## config.mk

```make
export PLATFORM = sky130hd
export DESIGN_NAME = delay_adsr_envelope_generator
export DESIGN_NICKNAME = d
export VERILOG_FILES = /design/src/design/dadsr_pkg.sv /design/src/design/dadsr_lane.sv /design/src/design/dadsr_merge.sv /design/src/design/delay_adsr_envelope_generator.sv
export VERILOG_INCLUDE_DIRS = /design/src /design/src/design
export SDC_FILE = /design/constraint.sdc
export NUM_CORES = 2
export LEC_CHECK = 0
export BUFFER_PORTS_ARGS = -buffer_cell sky130_fd_sc_hd__buf_2
export CAP_MARGIN = 15
export CORE_MARGIN = 5
export CORE_UTILIZATION = 60
export DETAILED_ROUTE_END_ITERATION = 12
export MAX_ROUTING_LAYER = met4
export PLACE_DENSITY = 0.77
export SETUP_SLACK_MARGIN = 0.05
export SYNTH_ARGS = -nofsm -noshare
export SYNTH_HDL_FRONTEND = slang
export SYNTH_HIERARCHICAL = 1
export SYNTH_SLANG_ARGS = --single-unit
export TNS_END_PERCENT = 30
```

## constraint.sdc

```tcl
create_clock -name clk -period 16.02 [get_ports clk]
set_input_delay 2.403 -clock clk [delete_from_list [all_inputs] [get_ports clk]]
set_output_delay 2.403 -clock clk [all_outputs]
set_load 0.005 [all_outputs]
```

## src/design/delay_adsr_envelope_generator_defines.svh

```systemverilog
`ifndef DELAY_ADSR_ENVELOPE_GENERATOR_DEFINES_SVH
`define DELAY_ADSR_ENVELOPE_GENERATOR_DEFINES_SVH

// Both macros expect signals named clk and rst in the scope that uses them.

// The consequent must hold in the same cycle as the antecedent.
`define DADSR_ASSERT_NOW(name, ante, cons, msg) \
  name: assert property (@(posedge clk) disable iff (rst) (ante) |-> (cons)) \
    else $error(msg);

// The consequent must hold in the cycle after the antecedent.
`define DADSR_ASSERT_NEXT(name, ante, cons, msg) \
  name: assert property (@(posedge clk) disable iff (rst) (ante) |=> (cons)) \
    else $error(msg);

`endif

```

## src/design/dadsr_pkg.sv

```systemverilog
`timescale 1ns / 1ps

package dadsr_pkg;

  localparam int DEF_VOICES   = 16;
  localparam int DEF_CHANNELS = 2;
  // Channels carried by one item.
  localparam int NCH          = 2;

  localparam int CFG_IDX_W  = 3;
  localparam int CFG_DATA_W = 24;

  localparam logic [CFG_IDX_W-1:0] REG_LINEAR_SHAPE  = 3'd0;
  localparam logic [CFG_IDX_W-1:0] REG_ATTACK_STEP   = 3'd1;
  localparam logic [CFG_IDX_W-1:0] REG_DECAY_STEP    = 3'd2;
  localparam logic [CFG_IDX_W-1:0] REG_SUSTAIN_LEVEL = 3'd3;
  localparam logic [CFG_IDX_W-1:0] REG_RELEASE_STEP  = 3'd4;
  localparam logic [CFG_IDX_W-1:0] REG_DELAY_TICKS   = 3'd5;

  localparam logic [2:0] SEG_RELEASE = 3'd0;
  localparam logic [2:0] SEG_DELAY   = 3'd1;
  localparam logic [2:0] SEG_ATTACK  = 3'd2;
  localparam logic [2:0] SEG_DECAY   = 3'd3;
  localparam logic [2:0] SEG_SUSTAIN = 3'd4;

  localparam logic [15:0]        LEVEL_ONE = 16'h8000;
  localparam logic signed [15:0] GATE_HIGH = 16'sd5461;
  localparam logic signed [15:0] GATE_LOW  = 16'sd2730;
  localparam logic signed [15:0] RESET_ON  = 16'sd8192;
  localparam logic [23:0]        COUNT_MAX = 24'hFFFFFF;

  typedef struct packed {
    logic [3:0]         voice;
    logic signed [15:0] gate_left;
    logic signed [15:0] gate_right;
    logic signed [15:0] reset_left;
    logic signed [15:0] reset_right;
    logic signed [15:0] audio_left;
    logic signed [15:0] audio_right;
  } in_item_t;

  typedef struct packed {
    logic [3:0]         voice_out;
    logic [15:0]        level_left;
    logic [15:0]        level_right;
    logic signed [15:0] shaped_left;
    logic signed [15:0] shaped_right;
  } out_item_t;

  typedef struct packed {
    logic        linear_shape;
    logic [15:0] attack_step;
    logic [15:0] decay_step;
    logic [15:0] sustain_level;
    logic [15:0] release_step;
    logic [23:0] delay_ticks;
  } cfg_t;

  typedef struct packed {
    logic [2:0]  seg;
    logic [15:0] level;
    logic [23:0] count;
    logic        held;
  } lane_state_t;

  typedef struct packed {
    logic load;
    logic adv;
  } pipe_ctl_t;

  typedef struct packed {
    logic [15:0]        level;
    logic signed [15:0] audio;
  } lane_res_t;

  function automatic logic [15:0] sat_one(input logic [15:0] v);
    return (v > LEVEL_ONE) ? LEVEL_ONE : v;
  endfunction

endpackage

```

## src/design/dadsr_lane.sv

```systemverilog
`timescale 1ns / 1ps

module dadsr_lane #(
  parameter int VOICES = dadsr_pkg::DEF_VOICES
) (
  input  logic                   clk,
  input  logic                   rst,
  input  dadsr_pkg::pipe_ctl_t   ctl,
  input  dadsr_pkg::cfg_t        cfg,
  input  logic [3:0]             voice,
  input  logic signed [15:0]     gate,
  input  logic signed [15:0]     clear,
  input  logic signed [15:0]     audio,
  output dadsr_pkg::lane_res_t   res
);

  localparam int AW = (VOICES > 1) ? $clog2(VOICES) : 1;

  dadsr_pkg::lane_state_t mem [VOICES];
  logic [VOICES-1:0]      vbit;

  logic [3:0]             voice_q;
  logic signed [15:0]     gate_q;
  logic signed [15:0]     clear_q;
  logic signed [15:0]     audio_q;
  dadsr_pkg::lane_state_t rd_q;

  logic                   lw_valid;
  logic [3:0]             lw_voice;
  dadsr_pkg::lane_state_t lw_state;

  logic                   in_range;
  dadsr_pkg::lane_state_t cur;
  dadsr_pkg::lane_state_t st;
  dadsr_pkg::lane_state_t nxt;
  logic [15:0]            step;
  logic [16:0]            mul_a;
  logic [15:0]            mul_r;
  logic [32:0]            prod;
  logic [16:0]            t;
  logic [15:0]            exp_dn;
  logic [15:0]            exp_up;
  logic [15:0]            lin_dn;
  logic [16:0]            lsum;
  logic [15:0]            lin_up;
  logic [15:0]            down;
  logic [15:0]            up;
  logic [23:0]            cnt_inc;

  assign in_range = (32'(voice_q) < 32'(VOICES));

  always_ff @(posedge clk) begin
    if (ctl.load) begin
      voice_q <= voice;
      gate_q  <= gate;
      clear_q <= clear;
      audio_q <= audio;
      rd_q    <= mem[AW'(voice)];
    end
  end

  always_ff @(posedge clk) begin
    if (ctl.adv && in_range) begin
      mem[AW'(voice_q)] <= nxt;
    end
  end

  // The last write is kept aside: the memory read for the following item
  // was taken before that write landed.
  always_ff @(posedge clk) begin
    if (rst) begin
      vbit     <= '0;
      lw_valid <= 1'b0;
    end else if (ctl.adv && in_range) begin
      vbit[AW'(voice_q)] <= 1'b1;
      lw_valid           <= 1'b1;
    end
  end

  always_ff @(posedge clk) begin
    if (ctl.adv && in_range) begin
      lw_voice <= voice_q;
      lw_state <= nxt;
    end
  end

  always_comb begin
    if (lw_valid && (lw_voice == voice_q)) begin
      cur = lw_state;
    end else if (vbit[AW'(voice_q)]) begin
      cur = rd_q;
    end else begin
      cur = '0;
    end

    st = cur;
    if (clear_q >= dadsr_pkg::RESET_ON) begin
      st = '0;
    end
    if (gate_q > dadsr_pkg::GATE_HIGH) begin
      if (!st.held) begin
        st.count = '0;
        st.seg   = dadsr_pkg::SEG_DELAY;
      end
      st.held = 1'b1;
    end else if (gate_q <= dadsr_pkg::GATE_LOW) begin
      if (st.held) begin
        st.seg = dadsr_pkg::SEG_RELEASE;
      end
      st.held = 1'b0;
    end

    unique case (st.seg)
      dadsr_pkg::SEG_ATTACK: step = cfg.attack_step;
      dadsr_pkg::SEG_DECAY:  step = cfg.decay_step;
      default:               step = cfg.release_step;
    endcase

    // One multiplier serves both directions: falling segments scale
    // (level + 1.0), attack scales the distance (2.0 - level).
    if (st.seg == dadsr_pkg::SEG_ATTACK) begin
      mul_a = 17'h10000 - {1'b0, st.level};
    end else begin
      mul_a = {1'b0, st.level} + 17'h08000;
    end
    mul_r = dadsr_pkg::LEVEL_ONE - step;
    prod  = {16'b0, mul_a} * {17'b0, mul_r};
    t     = prod[31:15];

    exp_dn = (t > 17'h08000) ? 16'(t - 17'h08000) : '0;
    exp_up = (t < 17'h08000) ? dadsr_pkg::LEVEL_ONE : 16'(17'h10000 - t);
    lin_dn = (st.level > step) ? (st.level - step) : '0;
    lsum   = {1'b0, st.level} + {1'b0, step};
    lin_up = (lsum > 17'h08000) ? dadsr_pkg::LEVEL_ONE : lsum[15:0];
    down   = cfg.linear_shape ? lin_dn : exp_dn;
    up     = cfg.linear_shape ? lin_up : exp_up;

    cnt_inc = (st.count == dadsr_pkg::COUNT_MAX) ? st.count : (st.count + 24'd1);

    nxt = st;
    unique case (st.seg)
      dadsr_pkg::SEG_DELAY: begin
        nxt.level = down;
        nxt.count = cnt_inc;
        if (cnt_inc >= cfg.delay_ticks) begin
          nxt.seg = dadsr_pkg::SEG_ATTACK;
        end
      end
      dadsr_pkg::SEG_ATTACK: begin
        nxt.level = up;
        if (up >= dadsr_pkg::LEVEL_ONE) begin
          nxt.seg = dadsr_pkg::SEG_DECAY;
        end
      end
      dadsr_pkg::SEG_DECAY: begin
        // The exponential clamp to the sustain level lands in the same arm.
        if (down <= cfg.sustain_level) begin
          nxt.level = cfg.sustain_level;
          nxt.seg   = dadsr_pkg::SEG_SUSTAIN;
        end else begin
          nxt.level = down;
        end
      end
      dadsr_pkg::SEG_SUSTAIN: begin
        nxt.level = st.level;
      end
      default: begin
        nxt.level = down;
      end
    endcase
  end

  always_ff @(posedge clk) begin
    if (ctl.adv) begin
      res.level <= in_range ? nxt.level : '0;
      res.audio <= audio_q;
    end
  end

endmodule

```

## src/design/dadsr_merge.sv

```systemverilog
`timescale 1ns / 1ps

module dadsr_merge (
  input  logic                                      clk,
  input  logic                                      load,
  input  logic [3:0]                                voice,
  input  dadsr_pkg::lane_res_t [dadsr_pkg::NCH-1:0] lanes,
  output dadsr_pkg::out_item_t                      result
);

  logic signed [32:0] prod [dadsr_pkg::NCH];

  // Arithmetic shift by 15 floors toward minus infinity, as required.
  always_comb begin
    for (int c = 0; c < dadsr_pkg::NCH; c++) begin
      prod[c] = 33'(lanes[c].audio) * 33'($signed({1'b0, lanes[c].level}));
    end
  end

  always_ff @(posedge clk) begin
    if (load) begin
      result.voice_out    <= voice;
      result.level_left   <= lanes[0].level;
      result.level_right  <= lanes[1].level;
      result.shaped_left  <= prod[0][30:15];
      result.shaped_right <= prod[1][30:15];
    end
  end

endmodule

```

## src/design/delay_adsr_envelope_generator.sv

```systemverilog
// Pipeline of three registers: state read, envelope update, output.
// Throughput: one item per cycle unless result_ready back-pressure stalls the pipeline,
// with one state memory read per lane per item; a back-to-back item for the same voice
// takes the last write from a bypass register. Reset (rst, synchronous) clears all
// per-voice state at once through valid bits, empties the pipeline and loads the register defaults.
`timescale 1ns / 1ps
`include "delay_adsr_envelope_generator_defines.svh"

module delay_adsr_envelope_generator #(
  parameter int VOICES   = dadsr_pkg::DEF_VOICES,
  parameter int CHANNELS = dadsr_pkg::DEF_CHANNELS
) (
  input  logic                                  clk,
  input  logic                                  rst,
  input  logic                                  item_valid,
  output logic                                  item_ready,
  input  dadsr_pkg::in_item_t                   item,
  output logic                                  result_valid,
  input  logic                                  result_ready,
  output dadsr_pkg::out_item_t                  result,
  input  logic                                  cfg_write,
  input  logic [dadsr_pkg::CFG_IDX_W-1:0]       cfg_index,
  input  logic [dadsr_pkg::CFG_DATA_W-1:0]      cfg_data
);

  localparam int LANES = (CHANNELS < dadsr_pkg::NCH) ? CHANNELS : dadsr_pkg::NCH;

  dadsr_pkg::cfg_t      cfg;
  dadsr_pkg::pipe_ctl_t ctl;

  logic s1_valid;
  logic s2_valid;
  logic s1_adv;
  logic s2_adv;
  logic load;

  logic [3:0] s1_voice;
  logic [3:0] s2_voice;

  logic signed [15:0] gate_ch  [dadsr_pkg::NCH];
  logic signed [15:0] clear_ch [dadsr_pkg::NCH];
  logic signed [15:0] audio_ch [dadsr_pkg::NCH];

  dadsr_pkg::lane_res_t [dadsr_pkg::NCH-1:0] lane_res;

  assign s2_adv     = s2_valid && (!result_valid || result_ready);
  assign s1_adv     = s1_valid && (!s2_valid || s2_adv);
  assign item_ready = !s1_valid || s1_adv;
  assign load       = item_valid && item_ready;
  assign ctl        = '{load: load, adv: s1_adv};

  always_ff @(posedge clk) begin
    if (rst) begin
      s1_valid     <= 1'b0;
      s2_valid     <= 1'b0;
      result_valid <= 1'b0;
    end else begin
      if (load) begin
        s1_valid <= 1'b1;
      end else if (s1_adv) begin
        s1_valid <= 1'b0;
      end
      if (s1_adv) begin
        s2_valid <= 1'b1;
      end else if (s2_adv) begin
        s2_valid <= 1'b0;
      end
      if (s2_adv) begin
        result_valid <= 1'b1;
      end else if (result_ready) begin
        result_valid <= 1'b0;
      end
    end
  end

  always_ff @(posedge clk) begin
    if (load) begin
      s1_voice <= item.voice;
    end
    if (s1_adv) begin
      s2_voice <= s1_voice;
    end
  end

  // Steps and sustain above 1.0 are saturated as they are written.
  always_ff @(posedge clk) begin
    if (rst) begin
      cfg.linear_shape  <= 1'b0;
      cfg.attack_step   <= dadsr_pkg::LEVEL_ONE;
      cfg.decay_step    <= dadsr_pkg::LEVEL_ONE;
      cfg.sustain_level <= dadsr_pkg::LEVEL_ONE;
      cfg.release_step  <= dadsr_pkg::LEVEL_ONE;
      cfg.delay_ticks   <= '0;
    end else if (cfg_write) begin
      unique case (cfg_index)
        dadsr_pkg::REG_LINEAR_SHAPE:  cfg.linear_shape  <= cfg_data[0];
        dadsr_pkg::REG_ATTACK_STEP:   cfg.attack_step   <= dadsr_pkg::sat_one(cfg_data[15:0]);
        dadsr_pkg::REG_DECAY_STEP:    cfg.decay_step    <= dadsr_pkg::sat_one(cfg_data[15:0]);
        dadsr_pkg::REG_SUSTAIN_LEVEL: cfg.sustain_level <= dadsr_pkg::sat_one(cfg_data[15:0]);
        dadsr_pkg::REG_RELEASE_STEP:  cfg.release_step  <= dadsr_pkg::sat_one(cfg_data[15:0]);
        dadsr_pkg::REG_DELAY_TICKS:   cfg.delay_ticks   <= cfg_data;
        default: begin
        end
      endcase
    end
  end

  assign gate_ch[0]  = item.gate_left;
  assign gate_ch[1]  = item.gate_right;
  assign clear_ch[0] = item.reset_left;
  assign clear_ch[1] = item.reset_right;
  assign audio_ch[0] = item.audio_left;
  assign audio_ch[1] = item.audio_right;

  for (genvar c = 0; c < dadsr_pkg::NCH; c++) begin : g_lane
    if (c < LANES) begin : g_on
      dadsr_lane #(
        .VOICES (VOICES)
      ) u_lane (
        .clk   (clk),
        .rst   (rst),
        .ctl   (ctl),
        .cfg   (cfg),
        .voice (item.voice),
        .gate  (gate_ch[c]),
        .clear (clear_ch[c]),
        .audio (audio_ch[c]),
        .res   (lane_res[c])
      );
    end else begin : g_off
      assign lane_res[c] = '0;
    end
  end

  dadsr_merge u_merge (
    .clk    (clk),
    .load   (s2_adv),
    .voice  (s2_voice),
    .lanes  (lane_res),
    .result (result)
  );

  `DADSR_ASSERT_NOW(a_level_max, result_valid, (result.level_left <= dadsr_pkg::LEVEL_ONE) && (result.level_right <= dadsr_pkg::LEVEL_ONE), "level above 1.0")
  `DADSR_ASSERT_NEXT(a_s2_moves, s2_adv, result_valid, "update stage moved but no result followed")
  `DADSR_ASSERT_NOW(a_out_of_range, result_valid && (32'(result.voice_out) >= 32'(VOICES)), (result.level_left == '0) && (result.level_right == '0), "voice out of range produced a level")
  `DADSR_ASSERT_NOW(a_missing_lane, result_valid && (LANES < dadsr_pkg::NCH), (result.level_right == '0) && (result.shaped_right == '0), "missing channel produced output")

endmodule

```

Word-level counts from Yosys, hierarchy flattened
Memory sizes are Yosys's and may differ from the RTL's. A register that Yosys moved wholly into a read port is not among the register bits.
Index checks and enable logic that the tools add are counted.

cells by class
  add/sub/neg operators = 16
  multiply operators = 4
  divide/modulo/power cells = 0
  order comparisons = 23
  equality and inequality tests = 16
  shift-type cells = 0
  muxes and demuxes = 69
  bitwise operators = 2
  reductions and logical operators = 21

operators with widths
  cell                                                                                    count
  44-bit two-way mux                                                                      6
  16-bit two-way mux                                                                      15
  24-bit two-way mux                                                                      8
  16-bit one-hot mux with 3 select lines                                                  2
  17-bit by 16-bit > comparator with 1-bit output (second input constant)                 4
  17-bit by 16-bit multiplier with 32-bit output                                          2
  16-bit one-hot mux with 2 select lines                                                  2
  16-bit by 17-bit multiplier with 31-bit output                                          2
  24-bit by 1-bit adder with 24-bit output (second input constant)                        2
  24-bit == test (second input constant)                                                  2
  24-bit greater-or-equal comparator                                                      2
  3-bit two-way mux                                                                       14
  16-bit by 16-bit adder with 17-bit output                                               2
  16-bit by 16-bit adder with 17-bit output (second input constant)                       2
  17-bit by 16-bit less-than comparator with 1-bit output (second input constant)         2
  17-bit two-way mux                                                                      2
  17-bit by 16-bit subtractor with 17-bit output (first input constant)                   2
  16-bit by 15-bit greater-or-equal comparator with 1-bit output (second input constant)  2
  16-bit greater-or-equal comparator (second input constant)                              2
  16-bit by 14-bit > comparator with 1-bit output (second input constant)                 2
  16-bit > comparator                                                                     2
  16-bit by 13-bit <= comparator with 1-bit output (second input constant)                2
  16-bit <= comparator                                                                    2
  16-bit bitwise OR                                                                       2
  other kinds (21)                                                                        66

storage, ports and cells
  register bits = 417
  latch bits = 0
  bits in writable memories = 1408
  bits in read-only memories = 0
  input bits = 132
  output and inout bits = 70
  word-level logic and storage cells = 188
  memories = 2

memory list
  name                       words  bits a word  read ports  clocked after Yosys merged registers in  wr ports  RTL line          text
  g_lane[0].g_on.u_lane.mem  16     44           1           1                                        1         dadsr_lane.sv:19  dadsr_pkg::lane_state_t mem [VOICES];
  g_lane[1].g_on.u_lane.mem  16     44           1           1                                        1         dadsr_lane.sv:19

Longest topological paths before layout
  word-level depth = 18
  gate-level depth with buffers = 64
  gate-level depth less buffers = 56

Modules after synthesis
Netlist, hierarchy kept.

modules (own cells, without submodules)
  module                               instances  cells each  area an instance (um^2)  sequential area each (um^2)
  dadsr_lane at g_lane[0].g_on.u_lane  1          3432        47832.1                  25894.8
  dadsr_lane at g_lane[1].g_on.u_lane  1          3421        47735.8                  25894.8
  dadsr_merge                          1          2032        18889.4                  2042.0
  delay_adsr_envelope_generator        1          361         4124.0                   2082.0

Least setup slack after synthesis
OpenSTA, ideal clock, no wires.

  path type = register to register
  start = reg g_lane[1].g_on.u_lane.voice_q[0]
  end = mem g_lane[1].g_on.u_lane/mem[0][25] in the netlist's numbering, data pin
  setup time = 0.401 ns
  arrival time = 14.102 ns
  required time = 15.619 ns
  path slack = 1.517 ns
  stages on the path, launching flop included = 64
  buffers on the path = 8
  clock period less this slack = 14.503 ns
  cells stage by stage = edfxtp_1 buf_6 mux4_2 mux4_2 nand2_1 o21ai_1 or3_1 nor2_4 clkbuf_1 clkbuf_1 buf_1 nor2_1 a21oi_1 inv_1 ha_1 o211ai_1 a311o_1 nor2_1 [28 not listed] nand2_1 o22ai_1 ha_1 nor2b_1 o21a_1 o21a_1 o21a_1 o21a_1 o211ai_1 a21oi_1 o21ai_0 o22a_1 or2_2 clkbuf_1 clkbuf_1 a21oi_1 a221oi_1 o21ai_0

RTL lines
  element                 RTL line          text
  start, declared         dadsr_lane.sv:22  logic [3:0] voice_q;
  start signal, assigned  dadsr_lane.sv:54  voice_q <= voice;
  end, declared           dadsr_lane.sv:19

==> run metrics <==
status finished, final reports clean; Synth top cells by count edfxtp_1 (1,778), inv_1 (1,172), nand2_1 (872), fa_1 (802), ha_1 (564); Worst EP required 16.55 ns; Final Hold Viols 0; P&R area growth vs syn 9.70%; Critical Path Sink Type flop; Post-Syn Area 119,000 um^2; Max Cap Viol 0; cell taking the most area after synthesis edfxtp_1; Max Clock Skew 0.0697 ns; endpoints failing setup 0; Final Max Tran Viols 0; Top FF cell, synth edfxtp_1; worst hold path depth 0; Core Area 197,000 um^2; P per Cell Area 108 nW/um^2; die area 207,000 um^2; 1st-pass router iterations 8; number of global-route vias before repair 80.0k; RR Endpoint g_lane[1].g_on.u_lane/mem[15][35]; post-synthesis cell count 9,246; Inserted Clock Buffers 185; H-Tree Level Count 4; Post-synth EDFFs 1,778; height of the die 455 um; count of different cell masters after synthesis 129; TNS Setup 0 ns; final period utilization 94.7%; RSZ-0062 raised after global routing false; Die Wd 455 um; fillers 14.0k; HPWL after DPL 219 mm; clk_lat worst skew 0.88 ns; FF-to-FF Start g_lane[1].g_on.u_lane/voice_q[0]; CP Launch Type flop; Detailed Route WL 328 mm; Mapped Nets 10.7k; Worst Path Max Fanout 17; Peak VDD IR 0.207 mV; Worst path top cell family by delay compound AO/OA/AOI/OAI gates; largest net degree at the start of global routing 146; Synth top area share 45.0%; worst relative slew slack 19.0%; first-pass GRT wire length 495 mm; Final ANT Viol Nets 0; WL/cell 26.6 um; sequential area share after synthesis 47.2%; Avg Cell Area, Syn 12.8 um^2; Critical Path AT 15.70 ns; initial antenna violation count 13; cell with the most instances after synthesis edfxtp_1; Worst Path Buf+Inv 10; Initial Utilization 60.2%; max frequency 65.9 MHz; critical path type reg2reg; fin crit period 15.17 ns; Static Leakage 51.7 nW; number of port buffers 175; yosys warns 6; WHS 0.413 ns; CP max-delay cell mux4_2; CTS tree yes; design area 130,000 um^2; NumNets Final 11.0k; clock root buffer clkbuf_16; clk sinks 1,904; async set-reset flop share out of synthesis 0%; share of the core filled with cells 66.0%; CP max stage delay 0.68 ns; layout cell share with drive strength beyond 1 14.4%; Vias 78.1k; Slew @ Worst Pin 1.21 ns; total track usage 32.9%; FF-to-FF path depth 57; drc violations 0; Post-DP Area 124,000 um^2; CTS max path bufs 3; min-delay src g_lane[0].g_on.u_lane/audio_q[0]; Min-Delay Path Class reg2reg; GP Congestion 0.969; r2r setup slk 0.85 ns; Rows 163; Synth Register Bits 1,904; via/cell ratio 6.33; crit path launch g_lane[1].g_on.u_lane/voice_q[0]; synth top area cells edfxtp_1 (45%), fa_1 (14%), mux4_2 (8.5%); Ports 202; Initial DRC Count 9,851; grt ovf 0; Worst-path clk slew 0.07 ns; Worst Hold End g_lane[0].g_on.u_lane/res[0]
## worst register-to-register path: cells and delay by family, from the launching register on
| kind | cells | cell delay (ns) |
|---|---|---|
| flip-flops | 1 | 0.64 |
| multiplexers | 2 | 1.25 |
| AO/OA/AOI/OAI | 23 | 4.55 |
| XOR/XNOR | 1 | 0.13 |
| adder cells (fa/ha/maj) | 9 | 3.86 |
| buffers and inverters | 10 | 1.29 |
| AND/OR/NAND/NOR | 12 | 3.10 |
## flip-flops by register name (all words and copies together), names as in the netlist, 56 cells and up
register                     count
cfg                             89
g_lane.g_on.u_lane/res          64
g_lane.g_on.u_lane/mem        1408
g_lane.g_on.u_lane/rd_q         88
g_lane.g_on.u_lane/lw_state     56
u_merge/result                  68
## area by class of cell
| cell class | instances | area, um^2 | area share, % |
|---|---|---|---|
| sequential | 1904 | 55900 | 43.0 |
| antenna | 9 | 22.5 | 0.0173 |
| tap | 2640 | 3300 | 2.54 |
| clock inverter | 115 | 1260 | 0.972 |
| inverter | 1177 | 4420 | 3.40 |
| timing repair buffer | 519 | 3570 | 2.75 |
| clock buffer | 232 | 4870 | 3.74 |
| multi-input combinational | 5743 | 56700 | 43.6 |
## cells by family (layout without fill, tap and decap cells)
family          Yosys count  count (layout)  share of synthesized area (%)
xor+xnor                289             289                           2.16
simple gates           2463            2463                           10.3
other cells               0               9                              0
mux                     570             570                           9.57
buf+inv                1599            2043                           5.28
compound gates         1055            1055                           6.08
fa+ha+maj              1366            1366                           19.5
flops                  1904            1904                           47.2
## where the power goes
part / total, mW / internal (mW) / leakage [nW] / switching (mW)
sequential: 5.74 / 5.65 / 17.7 / 0.0841
clock: 4.37 / 2.40 / 2.96 / 1.96
combinational: 3.95 / 1.54 / 31.0 / 2.41
total: 14.1 / 9.60 / 51.7 / 4.46
## worst max path at each step
| stage | end | slack [ns] | depth (start not counted) |
|---|---|---|---|
| floorplan | g_lane[1].g_on.u_lane/mem[0][25] | 1.52 | 63 |
| global placement | g_lane[1].g_on.u_lane/mem[0][37] | 0.99 | 57 |
| finish | g_lane[1].g_on.u_lane/mem[15][35] | 0.85 | 57 |
| CTS | g_lane[1].g_on.u_lane/mem[4][37] | 0.55 | 58 |
| global route | g_lane[1].g_on.u_lane/mem[8][32] | 0.12 | 58 |
| detailed placement | g_lane[1].g_on.u_lane/mem[3][37] | 0.70 | 57 |
## metal layers
layer  GRT usage [%]  up-vias  routed length, um
met5               -        -                  0
met4            12.5        0              14400
met3            4.98      774              31900
met2            51.4     4424             157000
met1            44.4    39702             125000
li1                -    33183                  -
## layout by cell type, fill, tap and decap left out, types with 112 or more instances in the layout
cell type / instances
nand2b_1: 158
dfxtp_1: 126
nand3_1: 125
a21oi_1: 273
fa_1: 802
xnor2_1: 199
ha_1: 564
buf_4: 338
nand2_1: 872
and2_1: 377
mux2i_1: 112
buf_2: 170
clkbuf_16: 185
o21ai_0: 139
edfxtp_1: 1778
mux4_2: 449
nor2_1: 449
inv_1: 1172
## stage by stage
stage	cells	total power [mW]	setup WS, ns
final	12339	14.1	0.848
after floorplan	9246	8.59	1.52
after global placement	11952	9.58	0.992
after CTS	12299	14.0	0.548
after global routing	12338	14.8	0.121
after detailed placement	11952	9.66	0.699
## repair_timing
item	4_1_cts	5_1_grt
hold endpoints to repair	0	0
setup buffers	0	1
hold buffers	0	0
resized for setup	0	1
setup endpoints to repair	0	53
No activity file was read; power rests on OpenSTA's default activity.
